$ cat src/design/psrc_ram.sv
// Generic RAM: one write port, two registered read ports.
`default_nettype none

module psrc_ram #(
   parameter int WIDTH = 8,
   parameter int DEPTH = 16
) (
   input  wire logic                          clock,
   input  wire logic                          we,
   input  wire logic [$clog2(DEPTH)-1:0]      waddr,
   input  wire logic [WIDTH-1:0]              wdata,
   input  wire logic [$clog2(DEPTH)-1:0]      raddr_a,
   input  wire logic [$clog2(DEPTH)-1:0]      raddr_b,
   output logic      [WIDTH-1:0]              rdata_a,
   output logic      [WIDTH-1:0]              rdata_b
);

   logic [WIDTH-1:0] mem [DEPTH];
   logic [WIDTH-1:0] rdata_a_ff;
   logic [WIDTH-1:0] rdata_b_ff;

   always_ff @(posedge clock) begin
      if (we) begin
         mem[waddr] <= wdata;
      end
      rdata_a_ff <= mem[raddr_a];
      rdata_b_ff <= mem[raddr_b];
   end

   assign rdata_a = rdata_a_ff;
   assign rdata_b = rdata_b_ff;

endmodule

`default_nettype wire

$ cat config.mk
export PLATFORM = sky130hd
export DESIGN_NAME = psrc_ram
export DESIGN_NICKNAME = d
export VERILOG_FILES = /design/src/design/psrc_ram.sv
export SDC_FILE = /design/constraint.sdc
export NUM_CORES = 1
export LEC_CHECK = 0
export BUFFER_PORTS_ARGS = -buffer_cell sky130_fd_sc_hd__buf_2
export CAP_MARGIN = 5
export CORE_MARGIN = 2
export CORE_UTILIZATION = 56
export DETAILED_ROUTE_END_ITERATION = 7
export PLACE_DENSITY = 0.77
export SYNTH_ARGS = -nofsm -noshare
export SYNTH_HDL_FRONTEND = slang
export SYNTH_SLANG_ARGS = --single-unit
$ cat constraint.sdc
create_clock -name clock -period 1.9 [get_ports clock]
set_input_delay 0.095 -clock clock [delete_from_list [all_inputs] [get_ports clock]]
set_output_delay 0.095 -clock clock [all_outputs]
set_load 0.05 [all_outputs]
Word level (Yosys, flattened, before mapping). Memory sizes are Yosys's and may differ from the RTL's. A register that Yosys moved wholly into a read port is not among the register bits. Cells that the tools add are included.

Mux-type cells: 2.

Operators with widths (number): 2-to-1 mux 1 bit (2).

Memories kept: 1. RAM bits: 128. Flip-flop bits (word level): 0. Logic and storage cells: 3.

Memories: mem (depth 16, bits a word 8, read ports 2, clocked after Yosys merged registers in 2, write ports 1, RTL line 18) `logic [WIDTH-1:0] mem [DEPTH];`.

Longest topological paths before layout. Gate-level depths: netlist (run 1).

Depth in word-level cells: 2. Gate-level depth with buffers: 5.

Least setup slack after synthesis (run 1). OpenSTA, ideal clock, no wires.

Path type: input -> register. From: input waddr[2]. To: memory mem[0][0], enable pin. Arrival time: 1.205 ns. Stages: 2. Slack: 0.312 ns. Required time: 1.517 ns. Cells stage by stage: or3b_2 > nor3_1.

RTL lines: start, declared (RTL line 10) `input wire logic [$clog2(DEPTH)-1:0] waddr,`; end, declared (RTL line 18).

Straight into the memory's write port.

==> results.toml, run 1 <==
[final_layout]
syn2layout_area_growth_pct = 16.56
ff_latch_area_um2 = 4164
multiInputGateArea_um2 = 2009
layout.nets = 393
final_layout_size_suffix_gt1_frac = 0.3385
fillers = 688

[yosys]
synthCells = 307
synth_area_per_cell_um2 = 20.67
synth_area_um2 = 6346
ys_types = 20
yosysSeqAreaShare = 0.6562
yosys_warnings = 0
ys_ff_latch = 144
synth_nets = 329

[setup_path]
cp_top_family = "multiplexers"
cp.buffers_inverters = 0
r2r-start = "mem[2][3]$_DFFE_PP_"
cp_cell_sequence = "mux4_1 -> a22oi_1 -> nand2_1"
path_max_fanout = 2
cp.arrival_ns = 1.75
crit_path_start = "mem[2][3]$_DFFE_PP_"
worst_ep_required_time_ns = 2.21
reg2reg_depth = 3
path_class = "flip-flop to flip-flop"
rrSetupSlack_ns = 0.46
critPathMaxStageDelay_ns = 0.57
cpMaxStageDelayCell = "mux4_1"
rr_endpoint = "rdata_b[3]$_DFF_P_"
endpoint_kind = "flip-flop"
cp-start-kind = "flip-flop"

[timing]
period_needed_ns = 1.442
fin_crit_sh = 0.7587
rsz0062_at_grt = "false"
fmax_mhz = 693.7
final.setup_skew_ns = 0.008097
setup_violations = 0
hold_violations = 0
fin_setup_tns_ns = 0
report.final.slew_viol_count = 0
relSlewSlack = 0.6286
tightest_slew_ns = 0.5571

[power]
power.switching_mw = 1.697
p_int_mw = 5.969
power.density_nw_per_um2 = 1036
p_clk_frac = 0.445
power_mw = 7.666
vdd.ir_drop.worst_mv = 0.6293
p_sw_frac = 0.2214
p_leak_nw = 2.606
comb_power_share = 0.088
p_seq_frac = 0.467

[place]
port_buffers = 37
place.gp.congestion = 0.7954
place.detailed.hpwl_um = 9041

[die]
core_um2 = 10940
pin_count = 38
initial_utilization = 0.5803
row_count = 38
die_y_um = 110.5
die_w_um = 110.5
dieArea_um2 = 12200

[global_route]
antenna_found_initial = 1
grt_max_degree = 33
gr-total-overflow = 0
grt_pass1_vias = 3693
grt_util_all_layers = 0.2557
grt_pass1_wl_um = 22250

[hold_path]
hold_class = "primary input to flip-flop"
holdPathEnd = "mem[1][5]$_DFFE_PP_"
hold_start = "wdata[5]"
hold_depth = 1

[drt]
route.detailed.drc = 0
vias_per_cell = 6.766
vias = 3552
wire_per_inst_um = 28.69
wirelength_um = 15060
firstDrtPassIters = 4
ant_nets = 0
initialDrtViolationCount = 358

[clock_network]
clk_latency_ns = 0.42
h-tree-depth = 4
clk_path_buf_depth = 2
cts_setup_buffers = 0
cts_hold_buf = 0
cts_tree = "yes"
numCtsBuffers = 17
cts_resized = 0
ctsRootBufferMaster = "clkbuf_16"
clkTransAtPathRegs_ns = 0.06
cts_sinks = 144

[outcome]
status = "complete, no violations"

[flow_run]
cap_violations = 0
[final cells by class]
| class | count | area share |
|---|---|---|
| multi-input combinational | 143 | 0.2717 |
| sequential | 144 | 0.5629 |
| clock buffer | 18 | 0.05802 |
| clock inverter | 14 | 0.02317 |
| tap | 140 | 0.02368 |
| timing repair buffer | 65 | 0.06022 |
| antenna | 1 | 0.0003383 |
[registers in the layout, indices dropped and copies added, names as in the netlist]
signal / flops
mem: 128
rdata_b: 8
rdata_a: 8
[worst max path at each step]
stage / endpoint / cells past startpoint
after floorplan: mem[0][0]$_DFFE_PP_ / 2
after global routing: rdata_a[0]$_DFF_P_ / 3
final: rdata_b[3]$_DFF_P_ / 3
after detailed placement: rdata_b[3]$_DFF_P_ / 5
after global placement: rdata_b[7]$_DFF_P_ / 5
after CTS: rdata_b[3]$_DFF_P_ / 3
[cells in the mapped netlist (all sizes together)]
cell type	n	area [µm²]
edfxtp	128	3844
mux4	64	1551
a22oi	32	240.2
nand2	17	63.81
dfxtp	16	320.3
buf	14	112.6
nor2	14	52.55
clkdlybuf4s25	6	60.06
nor3	4	20.02
and2	2	12.51
and2b	2	15.01
nand2b	2	12.51
nand3b	2	15.01
nor2b	2	12.51
nand3	1	5.000
or3b	1	8.760
[kinds of logic after synthesis]
group,share of synthesized area
multiplexers,0.2445
AO/OA/AOI/OAI,0.03785
flip-flops,0.6562
buffers and inverters,0.02721
AND/OR/NAND/NOR,0.03430
[layer usage]
| layer | vias to the layer above | track usage | part of all wire |
|---|---|---|---|
| met5 | - | 0 | 0 |
| li1 | 1476 | - | - |
| met4 | 0 | 0.08917 | 0.019 |
| met2 | 208 | 0.4020 | 0.49 |
| met1 | 1846 | 0.3432 | 0.39 |
| met3 | 22 | 0.08068 | 0.093 |
[metrics by stage]
step / std cells / worst slack [ns] / util / cell area (µm²) / hold slack, ns
finish: 525 / 0.4584 / 0.6764 / 7397 / 0.05261
global route: 524 / 0.4207 / 0.6762 / 7395 / 0.05854
CTS: 524 / 0.4616 / 0.6762 / 7395 / 0.04414
floorplan: 307 / 0.3121 / - / 6346 / 0.1939
detailed placement: 492 / 0.3305 / 0.6213 / 6794 / 0.4870
global placement: 492 / 0.3665 / 0.6213 / 6794 / 0.4646
[cells in the final DEF, fill, tap and decap left out]
master      instances
clkinvlp_4          2
mux4_2             34
edfxtp_1          128
diode_2             1
buf_2              37
nor2b_1             2
clkbuf_1            1
and2_1              2
nand3_1             1
nor3_1              4
nand2_1            17
buf_4              24
clkinv_1            3
buf_12              4
or3b_2              1
clkinv_2            5
mux4_1             28
and2b_1             2
nor2_1             14
dfxtp_1            16
bufinv_16           4
mux4_4              2
nand2b_1            2
a22oi_1            32
clkbuf_16          17
nand3b_1            2
[power groups by stage]
stage	sequential (mW)	clock [mW]	combinational [mW]
after floorplan	3.78	0	0.320
after global placement	3.64	0	0.656
after detailed placement	3.65	0	0.667
after CTS	3.58	3.44	0.675
after global routing	3.59	3.56	0.707
final	3.58	3.41	0.673
Power figures use the tool's default switching activity.
==> run 2: changes to the inputs <==
--- a/config.mk
+++ b/config.mk
@@ -8,9 +8,9 @@
 export BUFFER_PORTS_ARGS = -buffer_cell sky130_fd_sc_hd__buf_2
 export CAP_MARGIN = 5
 export CORE_MARGIN = 2
-export CORE_UTILIZATION = 56
+export CORE_UTILIZATION = 55
 export DETAILED_ROUTE_END_ITERATION = 7
-export PLACE_DENSITY = 0.77
+export PLACE_DENSITY = 0.79
 export SYNTH_ARGS = -nofsm -noshare
 export SYNTH_HDL_FRONTEND = slang
 export SYNTH_SLANG_ARGS = --single-unit
==> constraint.sdc (replaced) <==
create_clock -name clock -period 1.2 [get_ports clock]
set_input_delay 0.06 -clock clock [delete_from_list [all_inputs] [get_ports clock]]
set_output_delay 0.06 -clock clock [all_outputs]
set_load 0.05 [all_outputs]
==> run 2 against run 1 <==
Largest cell class unchanged; die area is 1.7% higher; critical path type unchanged; cell area increased by 1.8%; count of clock-buffer cells in the layout up 1; the run now ends with setup timing left; register-to-register slack worse by 0.63 ns; fmax grew 5.3%.
==> results.toml, run 2 (synthesis results as in run 1) <==
[final_layout]
largest-register = "mem"
largest_register_ffs = 128
diodes = 0
layout.nets = 403
syn2layout_area_growth_pct = 18.65
fin_area_um2 = 7530
layout_commonest_cell = "edfxtp_1"
final_cell_mix = "edfxtp_1 (128), mux4_2 (50), buf_2 (37)"
final_layout_size_suffix_gt1_frac = 0.4478

[die]
pin_count = 38
die_y_um = 111.4
row_count = 39
core_um2 = 11320
initial_utilization = 0.5606
dieArea_um2 = 12410
die_w_um = 111.4

[drt]
route.detailed.drc = 0
initialDrtViolationCount = 502
vias = 3519
ant_nets = 0
wire_per_inst_um = 26.77
wirelength_um = 14350
vias_per_cell = 6.565
firstDrtPassIters = 5

[clock_network]
clk_latency_ns = 0.41
numCtsBuffers = 17
cts_tree = "yes"
ctsRootBufferMaster = "clkbuf_16"
cts_hold_buf = 0
h-tree-depth = 4
clk_path_buf_depth = 2
cts_sinks = 144
cts_setup_buffers = 0
clkTransAtPathRegs_ns = 0.06

[global_route]
gr-total-overflow = 0
antenna_found_initial = 0
grt_util_all_layers = 0.2450
grt_pass1_wl_um = 21780
grt_pass1_vias = 3719
grt_max_degree = 26

[timing]
tightest_slew_ns = 1.151
fmax_mhz = 730.5
setup_violations = 16
report.final.slew_viol_count = 0
rsz0062_at_grt = "true"
holdWs_ns = 0.02829
fin_setup_tns_ns = -1.761
fin_crit_sh = 1.141
final.setup_skew_ns = 0.007786
hold_violations = 0
relSlewSlack = 0.2296
period_needed_ns = 1.369
layout_setup_ws_ns = -0.1690

[setup_path]
path_max_fanout = 2
cp_cell_sequence = "mux4_4 -> a22oi_2 -> nand2_1"
cpMaxStageDelayCell = "mux4_4"
endpoint_kind = "flip-flop"
cp_top_family = "multiplexers"
cp.buffers_inverters = 0
worst_ep_required_time_ns = 1.49
cp.arrival_ns = 1.66
path_class = "flip-flop to flip-flop"
cp-start-kind = "flip-flop"
critPathMaxStageDelay_ns = 0.61

[power]
power_mw = 11.83
power.density_nw_per_um2 = 1571
vdd.ir_drop.worst_mv = 1.285
p_leak_nw = 2.590

[place]
port_buffers = 37
place.gp.congestion = 0.8392
pre_cts_ws_ns = -0.3561
place_area_um2 = 6938
place.detailed.hpwl_um = 9055

[outcome]
violations = "setup timing"
status = "complete, but fails checks"

[flow_run]
cap_violations = 0

[hold_path]
hold_class = "primary input to flip-flop"
## run 2: cell types whose count changed in the layout (fill, tap and decap cells not counted), moves of 2 or more
cell       before  now
a22oi_1        32   12
mux4_1         28   12
clkinv_4        0    2
bufinv_16       4    2
buf_12          4    8
mux4_2         34   50
a22oi_2         0   20
nor3_1          4    1
buf_4          24   30
nor3_2          0    3
clkinv_2        5    2
## run 2: power by group
group          internal, mW  leakage (nW)  switching (mW)  total (mW)
Sequential             5.61          1.29          0.0669        5.68
Clock                  3.02         0.267            1.95        4.97
Combinational         0.475          1.03           0.702        1.18
## run 2: repair_timing
action	in CTS	in global routing
setup endpoints to repair	16	16
resized for setup	30	6
pin swaps	15	5
## run 2: area by class of cell
cell class / count / area [µm²]
clock buffers: 19 / 432.9
clock inverters: 12 / 118.9
fillers: 742 / 3791
multi-input cells: 143 / 2064
flip-flops and latches: 144 / 4164
well taps: 143 / 178.9
repair buffers: 75 / 570.5
## run 2: worst paths after layout
kind                                           from                    to  slack [ns]  cells after the start
worst max register to register  mem[2][0]$_DFFE_PP_    rdata_a[0]$_DFF_P_       -0.17                      3
worst min-delay path                       wdata[6]  mem[14][6]$_DFFE_PP_        0.03                      1
worst max-delay path            mem[2][0]$_DFFE_PP_    rdata_a[0]$_DFF_P_       -0.17                      3
worst min register to register  mem[4][3]$_DFFE_PP_    rdata_b[3]$_DFF_P_        0.69                      3
## run 2: metal layers
layer  part of all wire  up-vias  routed length (µm)  global-route usage
li1                   -     1471                   -                   -
met1               0.39     1855                5639              0.3244
met2               0.51      172                7385              0.4020
met3              0.076       21                1088             0.06805
met4              0.017        0                 237             0.07984
met5                  0        -                   0                   0
## run 2: worst reg2reg max path: stages, from the launching register on
cell and delay [ns]:
edfxtp_1 0.39, mux4_4 0.61, a22oi_2 0.18, nand2_1 0.08
## run 2: metrics by stage
stage                 util  std cells
floorplan                -        307
finish              0.6651        536
global placement    0.6128        505
global route        0.6651        536
detailed placement  0.6128        505
CTS                 0.6640        536
