[config.mk]
export PLATFORM = sky130hd
export DESIGN_NAME = psrc_csr
export DESIGN_NICKNAME = d
export VERILOG_FILES = /design/src/design/psrc_pkg.sv /design/src/design/psrc_csr.sv
export SDC_FILE = /design/constraint.sdc
export NUM_CORES = 1
export LEC_CHECK = 0
export CORE_MARGIN = 5
export CORE_UTILIZATION = 61
export CTS_CLUSTER_DIAMETER = 60
export DETAILED_ROUTE_END_ITERATION = 8
export DONT_BUFFER_PORTS = 1
export GPL_ROUTABILITY_DRIVEN = 0
export HOLD_SLACK_MARGIN = 0.06
export PLACE_DENSITY = 0.85
export RECOVER_POWER = 100
export SLEW_MARGIN = 40
export SYNTH_ARGS = -nofsm -noshare
export SYNTH_HDL_FRONTEND = slang
export SYNTH_SLANG_ARGS = --single-unit
[constraint.sdc]
create_clock -name clock -period 1.15 [get_ports clock]
set_input_delay 0.23 -clock clock [delete_from_list [all_inputs] [get_ports clock]]
set_output_delay 0.23 -clock clock [all_outputs]
set_load 0.005 [all_outputs]
[src/design/psrc_pkg.sv]
// Shared constants, types and helpers for the permutation swap round counter.
`default_nettype none

package psrc_pkg;

   localparam int MAX_VALUES = 4096;
   localparam int ADDR_W     = $clog2(MAX_VALUES);
   localparam int VAL_W      = 13;
   localparam int CMD_W      = 2;
   localparam int PADDR_W    = 2;
   localparam int PDATA_W    = 32;

   localparam logic [CMD_W-1:0] CMD_LOAD  = 2'd0;
   localparam logic [CMD_W-1:0] CMD_COUNT = 2'd1;
   localparam logic [CMD_W-1:0] CMD_SWAP  = 2'd2;

   localparam logic [PADDR_W-1:0] ADDR_COUNT_IN_USE = '0;

   typedef enum logic [3:0] {
      ST_IDLE,
      ST_LOAD,
      ST_COUNT,
      ST_VREAD,
      ST_PREAD0,
      ST_PREAD1,
      ST_PREAD2,
      ST_CAP0,
      ST_WRITE0,
      ST_WRITE1,
      ST_DONE
   } state_type;

   // values at the two swap positions and the positions around them
   typedef struct packed {
      logic [VAL_W-1:0]  a;
      logic [VAL_W-1:0]  b;
      logic [ADDR_W-1:0] pos_a2;
      logic [ADDR_W-1:0] pos_a1;
      logic [ADDR_W-1:0] pos_a0;
      logic [ADDR_W-1:0] pos_b2;
      logic [ADDR_W-1:0] pos_b1;
      logic [ADDR_W-1:0] pos_b0;
   } swap_view_type;

   typedef struct packed {
      logic [VAL_W-1:0]  delta;
      logic [ADDR_W-1:0] pa;
      logic [ADDR_W-1:0] pb;
      logic              a_in;
      logic              b_in;
   } swap_res_type;

   typedef struct packed {
      logic              we;
      logic [ADDR_W-1:0] waddr;
      logic [VAL_W-1:0]  wdata;
      logic [ADDR_W-1:0] raddr_a;
      logic [ADDR_W-1:0] raddr_b;
   } val_mem_type;

   typedef struct packed {
      logic              we;
      logic [ADDR_W-1:0] waddr;
      logic [ADDR_W-1:0] wdata;
      logic [ADDR_W-1:0] raddr_a;
      logic [ADDR_W-1:0] raddr_b;
   } pos_mem_type;

   function automatic logic in_range(input logic [VAL_W:0] x, input logic [VAL_W-1:0] n);
      return (x != '0) && (x <= {1'b0, n});
   endfunction

endpackage

`default_nettype wire

[src/design/psrc_csr.sv]
// APB register file: count_in_use and the clamped active value count.
`default_nettype none

module psrc_csr (
   input  wire logic                            clock,
   input  wire logic                            reset,
   input  wire logic                            psel,
   input  wire logic                            penable,
   input  wire logic                            pwrite,
   input  wire logic [psrc_pkg::PADDR_W-1:0]    paddr,
   input  wire logic [psrc_pkg::PDATA_W-1:0]    pwdata,
   output logic      [psrc_pkg::PDATA_W-1:0]    prdata,
   output logic                                 pready,
   output logic      [psrc_pkg::VAL_W-1:0]      n_o
);

   logic [psrc_pkg::VAL_W-1:0] count_ff;
   logic [psrc_pkg::VAL_W-1:0] count_in;
   logic                       wr_hit;

   assign pready = 1'b1;
   assign wr_hit = psel && penable && pwrite && (paddr == psrc_pkg::ADDR_COUNT_IN_USE);

   always_comb begin
      count_in = count_ff;
      if (wr_hit) begin
         count_in = pwdata[psrc_pkg::VAL_W-1:0];
      end
   end

   always_ff @(posedge clock) begin
      if (reset) begin
         count_ff <= psrc_pkg::VAL_W'(1);
      end else begin
         count_ff <= count_in;
      end
   end

   always_comb begin
      prdata = '0;
      if (paddr == psrc_pkg::ADDR_COUNT_IN_USE) begin
         prdata = psrc_pkg::PDATA_W'(count_ff);
      end
   end

   // zero acts as one, anything above the table depth saturates
   always_comb begin
      if (count_ff == '0) begin
         n_o = psrc_pkg::VAL_W'(1);
      end else if (count_ff > psrc_pkg::VAL_W'(psrc_pkg::MAX_VALUES)) begin
         n_o = psrc_pkg::VAL_W'(psrc_pkg::MAX_VALUES);
      end else begin
         n_o = count_ff;
      end
   end

endmodule

`default_nettype wire

# --- After elaboration in Yosys (flattened, before gate mapping) ---
# Index checks and enable logic that the tools add are counted.
classes:
  order_cmp: 1
  reduce_logical: 5
  n_mux: 3
op_table:
  columns: ["op", "count"]
  rows:
  - ["$mux W13", 3]
  - ["$gt A13 B13 Y1 const B", 1]
  - ["$logic_not A13 Y1", 1]
  - ["$logic_and A1 B1 Y1", 3]
  - ["$logic_not A2 Y1", 1]
totals:
  in_bits: 39
  output_inout_bits: 46
  register_bits: 13
  wordCells: 10

# --- Depth between registers and ports, before layout ---
# Gate-level depths: netlist of run 1.
depth:
  word_depth: 3
  ltp_mapped: 5
  mapped_depth_nobuf: 3

# --- Worst setup path before layout of run 1 ---
# Ideal clock, no wire load.
synth_timing:
  path_kind: "reg-to-output"
  start: "reg count_ff[12] (netlist bit)"
  end: "out prdata[12] (netlist bit)"
  slack_ns: 0.082
  required_ns: 0.920
  arrival_time_ns: 0.838
  stages_incl_launch_ff: 3
  n_path_buf: 1
  path_cell_list: "dfxtp_1 clkbuf_1 and2_2"
synth_via:
  elab_chain_cells: 1
synth_rtl:
  columns: ["item", "line", "text"]
  rows:
  - ["start: declaration", "psrc_csr.sv:17", "logic [psrc_pkg::VAL_W-1:0] count_ff;"]
  - ["start signal: assignment", "psrc_csr.sv:33", "count_ff <= psrc_pkg::VAL_W'(1);"]
  - ["start signal: assignment", "psrc_csr.sv:35", "count_ff <= count_in;"]
  - ["$mux W13", "psrc_csr.sv:41", "if (paddr == psrc_pkg::ADDR_COUNT_IN_USE) begin"]
  - ["end: declaration", "psrc_csr.sv:12", "output logic [psrc_pkg::PDATA_W-1:0] prdata,"]
# No other way between the ends.

# --- Worst setup path after layout of run 1 ---
layout_timing:
  start: "reg count_ff[10] (netlist bit)"
  end: "out n_o[0] (netlist bit)"
layout_via:
  elab_chain_cells: 3
  word_cells_on_any_way: 4
  classes_between: "order compare: 1; mux: 2; reduce/logical: 1"
layout_rtl:
  columns: ["item", "line", "text"]
  rows:
  - ["$gt A13 B13 Y1", "psrc_csr.sv:50", "end else if (count_ff > psrc_pkg::VAL_W'(psrc_pkg::MAX_VALUES)) begin"]
  - ["$mux W13", "psrc_csr.sv:50", null]
  - ["$mux W13 *", "psrc_csr.sv:48", "if (count_ff == '0) begin"]
  - ["end: declaration", "psrc_csr.sv:14", "output logic [psrc_pkg::VAL_W-1:0] n_o"]
# Mark *: on every way between the ends. The rest lies on a longest branch, timed or not.

==> impl_metrics.toml, run 1 <==
[timing]
hold_viol_final = 0
setup_violations = 1
period_needed_ns = 1.37
drv_slew = 0
finalSetupTns_ns = -0.222
finClkSkew_ns = 0
fin_crit_sh_pct = 119
rsz0062_at_grt = "true"
fmax_mhz = 729
setup_ws_ns = -0.222

[floorplan]
die_height_um = 49.5
num_rows = 14
die_x_um = 49.5
fp.coreArea_mm2 = 0.00149
start_util_pct = 63.9
die_area_mm2 = 0.00245
ios = 85

[drt]
viasPerCell = 5.17
wl_per_cell_um = 16.2
drt_iter0_drc = 9
route.vias.total = 698
drc = 0
wl_um = 2180
final_antenna_net_count = 0
drt-pass1-iter-count = 2

[critical_path]
worstSetupEndpointType = "output port"
crit_slowest_cell = "dfxtp_2"
crit_path_max_fanout = 2
worstPathCellList = "nor4_4 > a31oi_1 > nor2_1"
worstPathRequired_ns = 0.92
ff2ff_path_depth = 3
worstSetupStartpointType = "flop"
slowest_delay_ns = 0.35
path_buf_inv = 0
cp_num_cells = 3
critical_path.top_delay_family = "simple AND/OR/NAND/NOR gates"
arrival_ns = 1.14
criticalPathCategory = "flop to output port"

[cells_and_area]
design_area_mm2 = 0.00110
largest_register_ffs = 13
top_register = "count_ff"
post-route-util_pct = 73.9
layout-drive-gt1-share_pct = 37.8
final_cell_mix = "nand2b_1, conb_1, mux2i_1"
final_cells = 135
fillers = 98
final_net_count = 159
diodes = 0
top_regs = "count_ff x13"
area_growth_pct = 15.5
layout_commonest_cell = "nand2b_1"

[synthesis]
synth_cells = 112
synth_top_area_share_pct = 27.3
synth_seq_cells = 13
synth_cell_types = 17
synth_area_um2 = 952
yosys_warnings = 0
ys_seq_area_share_pct = 27.3
synth_area_leader_cell = "dfxtp_1"
avgSynthCellArea_um2 = 8.50
yosys-top-cells-area = "dfxtp_1, buf_4, nand2b_1, mux2i_1, nor2b_1"

[outcome]
violations = "negative setup slack"
outcome = "finished, violations left"

[clocking]
cts_buffer_depth = 2
clk_pin_slew_worst_paths_ns = 0.08
clkSinkCount = 13
root_buffer = "clkbuf_4"
cts_made_buffers = 3
cts-htree-levels = 1
cts_tree = "done"
hold_buffers = 0
clock_latency_ns = 0.27

[grt]
grt_first_pass_wirelength_um = 3300
overflow = 0
antenna_found_initial = 0
grt_usage_pct = 16.7
grt_pass1_vias = 711
grt_max_degree = 27

[place]
pre_cts_slack_ns = 0.00637
placed_area_um2 = 935
io_buffers = 0
hpwl_um = 1550
dp_cells = 130

[min_path]
hold_path.class = "input port to flop"
min_delay_path_depth = 2

[power]
peakVddDrop_uv = 546
p_leak_nw = 0.443
power_density_mw_per_mm2 = 761

[job]
maxCapViolations = 0
Yosys cell counts:
master    count
a31oi_1       1
and2_1       10
and2_2        3
and4_1        1
buf_12        1
buf_4        20
buf_6         1
clkbuf_1      5
conb_1        2
dfxtp_1      13
mux2i_1      13
nand2b_1     24
nor2_1        3
nor2_2        1
nor2b_1      11
nor3_1        1
nor4_1        2
routing by layer:
layer	vias up	share of wire, %	global-route usage [%]
li1	328	-	-
met1	332	39	20.0
met2	38	50	27.7
met3	0	11	6.33
met4	0	0	4.37
met5	-	0	0
through the flow:
stage / total power, mW / hold WS (ns)
floorplan: 0.591 / 0.385
global placement: 0.550 / 0.389
detailed placement: 0.552 / 0.395
CTS: 0.830 / 0.102
global route: 0.876 / 0.108
finish: 0.836 / 0.100
worst paths after layout:
check / start / slack (ns) / endpoint
setup / recovery: count_ff[10] / -0.22 / n_o[0]
hold reg to reg: count_ff[11] / 0.51 / count_ff[11]
setup reg to reg: count_ff[12] / 0.29 / count_ff[12]
hold / removal: pwdata[11] / 0.10 / count_ff[11]
cell families after synthesis:
family / Yosys count / synth area share, %
compound gates: 1 / 0.657
buf+inv: 27 / 21.0
flops: 13 / 27.3
mux: 13 / 13.7
other cells: 2 / 0.789
simple gates: 56 / 36.5
power breakdown:
part,total (mW),switching (mW),internal [mW]
combinational,0.0948,0.0479,0.0469
sequential,0.463,0.00684,0.456
clock,0.279,0.150,0.129
total,0.836,0.205,0.632
repair_timing:
item / in CTS / in global routing
setup buffers: 1 / 0
pin swaps: 0 / 2
setup endpoints to repair: 12 / 18
resized for setup: 23 / 25
worst reg2reg max path, delay by kind of cell (launching register included):
kind | cells | cell delay (ns)
AND/OR/NAND/NOR | 1 | 0.06
multiplexers | 1 | 0.12
buffers and inverters | 1 | 0.17
flip-flops | 1 | 0.43
layout make-up:
cell class	instances	area [um2]	share of cell area [%]
Clock inverter	1	5.00	0.455
Clock buffer	3	22.5	2.05
Timing Repair Buffer	12	110	10.0
Sequential cell	13	273	24.8
Multi-Input combinational cell	90	669	60.9
Tap cell	16	20.0	1.82
Note: power is estimated with default switching activity, not from simulation.
==> inputs of run 2 (changes only) <==
- REMOVE_ABC_BUFFERS: default -> 1
==> run 2 against run 1 <==
The flow still finishes with violations (negative setup slack). Worst setup slack improved by 0.050 ns. Via count decreased by 0.57%. Largest power group unchanged. Clock skew unchanged. Clock power decreased by 7%. Largest cell class unchanged.
==> impl_metrics.toml, run 2 (synthesized netlist as in run 1, its figures left out) <==
[outcome]
outcome = "finished, violations left"
violations = "negative setup slack"

[cells_and_area]
layout-drive-gt1-share_pct = 30.3
diodes = 0
top_regs = "count_ff x13"
largest_register_ffs = 13
final_cell_mix = "nand2b_1, conb_1, mux2i_1"
top_register = "count_ff"
fillers = 117
final_cells = 135
layout_commonest_cell = "nand2b_1"
area_growth_pct = 12.1
design_area_mm2 = 0.00107
seqCellArea_um2 = 269
multi_input_area_um2 = 644
final_net_count = 159

[timing]
setup_ws_ns = -0.172
drv_slew = 0
finClkSkew_ns = 0
period_needed_ns = 1.32
hold_viol_final = 0
hold_slack_ns = 0.114
rsz0062_at_grt = "true"
fmax_mhz = 756
setup_violations = 1
fin_crit_sh_pct = 115

[grt]
overflow = 0
grt_usage_pct = 14.7
use_met1_pct = 17.1
grt_use_met2_pct = 25.5
use_met3_pct = 5.42
grt-busiest-layer = "met2"
antenna_found_initial = 0
grt_max_degree = 27
grt_pass1_vias = 690
grt_first_pass_wirelength_um = 3040

[power]
peakVddDrop_uv = 554
p_leak_nw = 0.431
power_density_mw_per_mm2 = 759

[drt]
drt-pass1-iter-count = 4
wl_per_cell_um = 14.2
drt_iter0_drc = 6
drc = 0
viasPerCell = 5.14
final_antenna_net_count = 0
wl_um = 1910
route.vias.total = 694

[min_path]
hold_path.class = "input port to flop"
min_delay_path_depth = 2

[clocking]
clkSinkCount = 13
cts_made_buffers = 3
cts-htree-levels = 1
root_buffer = "clkbuf_4"
cts_buffer_depth = 2
clk_pin_slew_worst_paths_ns = 0.07
hold_buffers = 0
clock_latency_ns = 0.26
cts_tree = "done"

[floorplan]
die_area_mm2 = 0.00245
num_rows = 14
start_util_pct = 63.9
die_height_um = 49.5
fp.coreArea_mm2 = 0.00149
ios = 85
die_x_um = 49.5

[critical_path]
crit_path_max_fanout = 2
criticalPathCategory = "flop to output port"
ff2ff_path_depth = 3
arrival_ns = 1.09
worstPathRequired_ns = 0.92
worstSetupEndpointType = "output port"
worstSetupStartpointType = "flop"

[place]
dp_cells = 126
hpwl_um = 1420
placed_area_um2 = 905
io_buffers = 0

[job]
maxCapViolations = 0
-- run 2: final cells by class --
class / instances / area share (%)
Multi-Input combinational cell: 90 / 60.4
Tap cell: 16 / 1.88
Clock buffer: 4 / 2.46
Timing Repair Buffer: 12 / 10.1
Sequential cell: 13 / 25.2
-- run 2: report_power, final --
| group | internal, mW | total, mW | switching, mW |
|---|---|---|---|
| clock | 0.134 | 0.260 | 0.126 |
| combinational | 0.0451 | 0.0905 | 0.0455 |
| sequential | 0.454 | 0.460 | 0.00611 |
| total | 0.633 | 0.811 | 0.178 |
-- run 2: timing repair --
action	CTS	global route
buffers inserted	3	2
pin swaps	4	3
gates resized for setup	20	10
setup endpoints to repair	14	12
-- run 2: path summary, 6_finish.rpt --
check                    start           end  slack, ns
hold reg to reg    count_ff[9]   count_ff[9]       0.51
setup reg to reg  count_ff[12]  count_ff[12]       0.35
setup / recovery  count_ff[10]        n_o[0]      -0.17
hold / removal      pwdata[10]  count_ff[10]       0.11
-- run 2: routing by layer --
metal | up-vias | wire length (um)
met4 | 0 | 0
li1 | 329 | -
met2 | 43 | 930
met3 | 0 | 257
met1 | 322 | 726
met5 | - | 0
-- run 2: worst max-delay path, cell delays in order (launching register included) --
cell	delay, ns
dfxtp_2	0.33
nor4_2	0.25
a31oi_1	0.10
nor2_1	0.15
-- run 2: stage by stage --
step	total power, mW	setup slack (ns)	utilization [%]	TNS, ns
after floorplan	0.531	-0.222	-	-2.88
after global placement	0.548	0.0153	60.8	0
final	0.811	-0.172	71.7	-0.172
after detailed placement	0.550	-0.00732	60.8	-0.00732
after CTS	0.814	-0.231	69.3	-0.231
after global routing	0.844	-0.237	71.7	-0.328
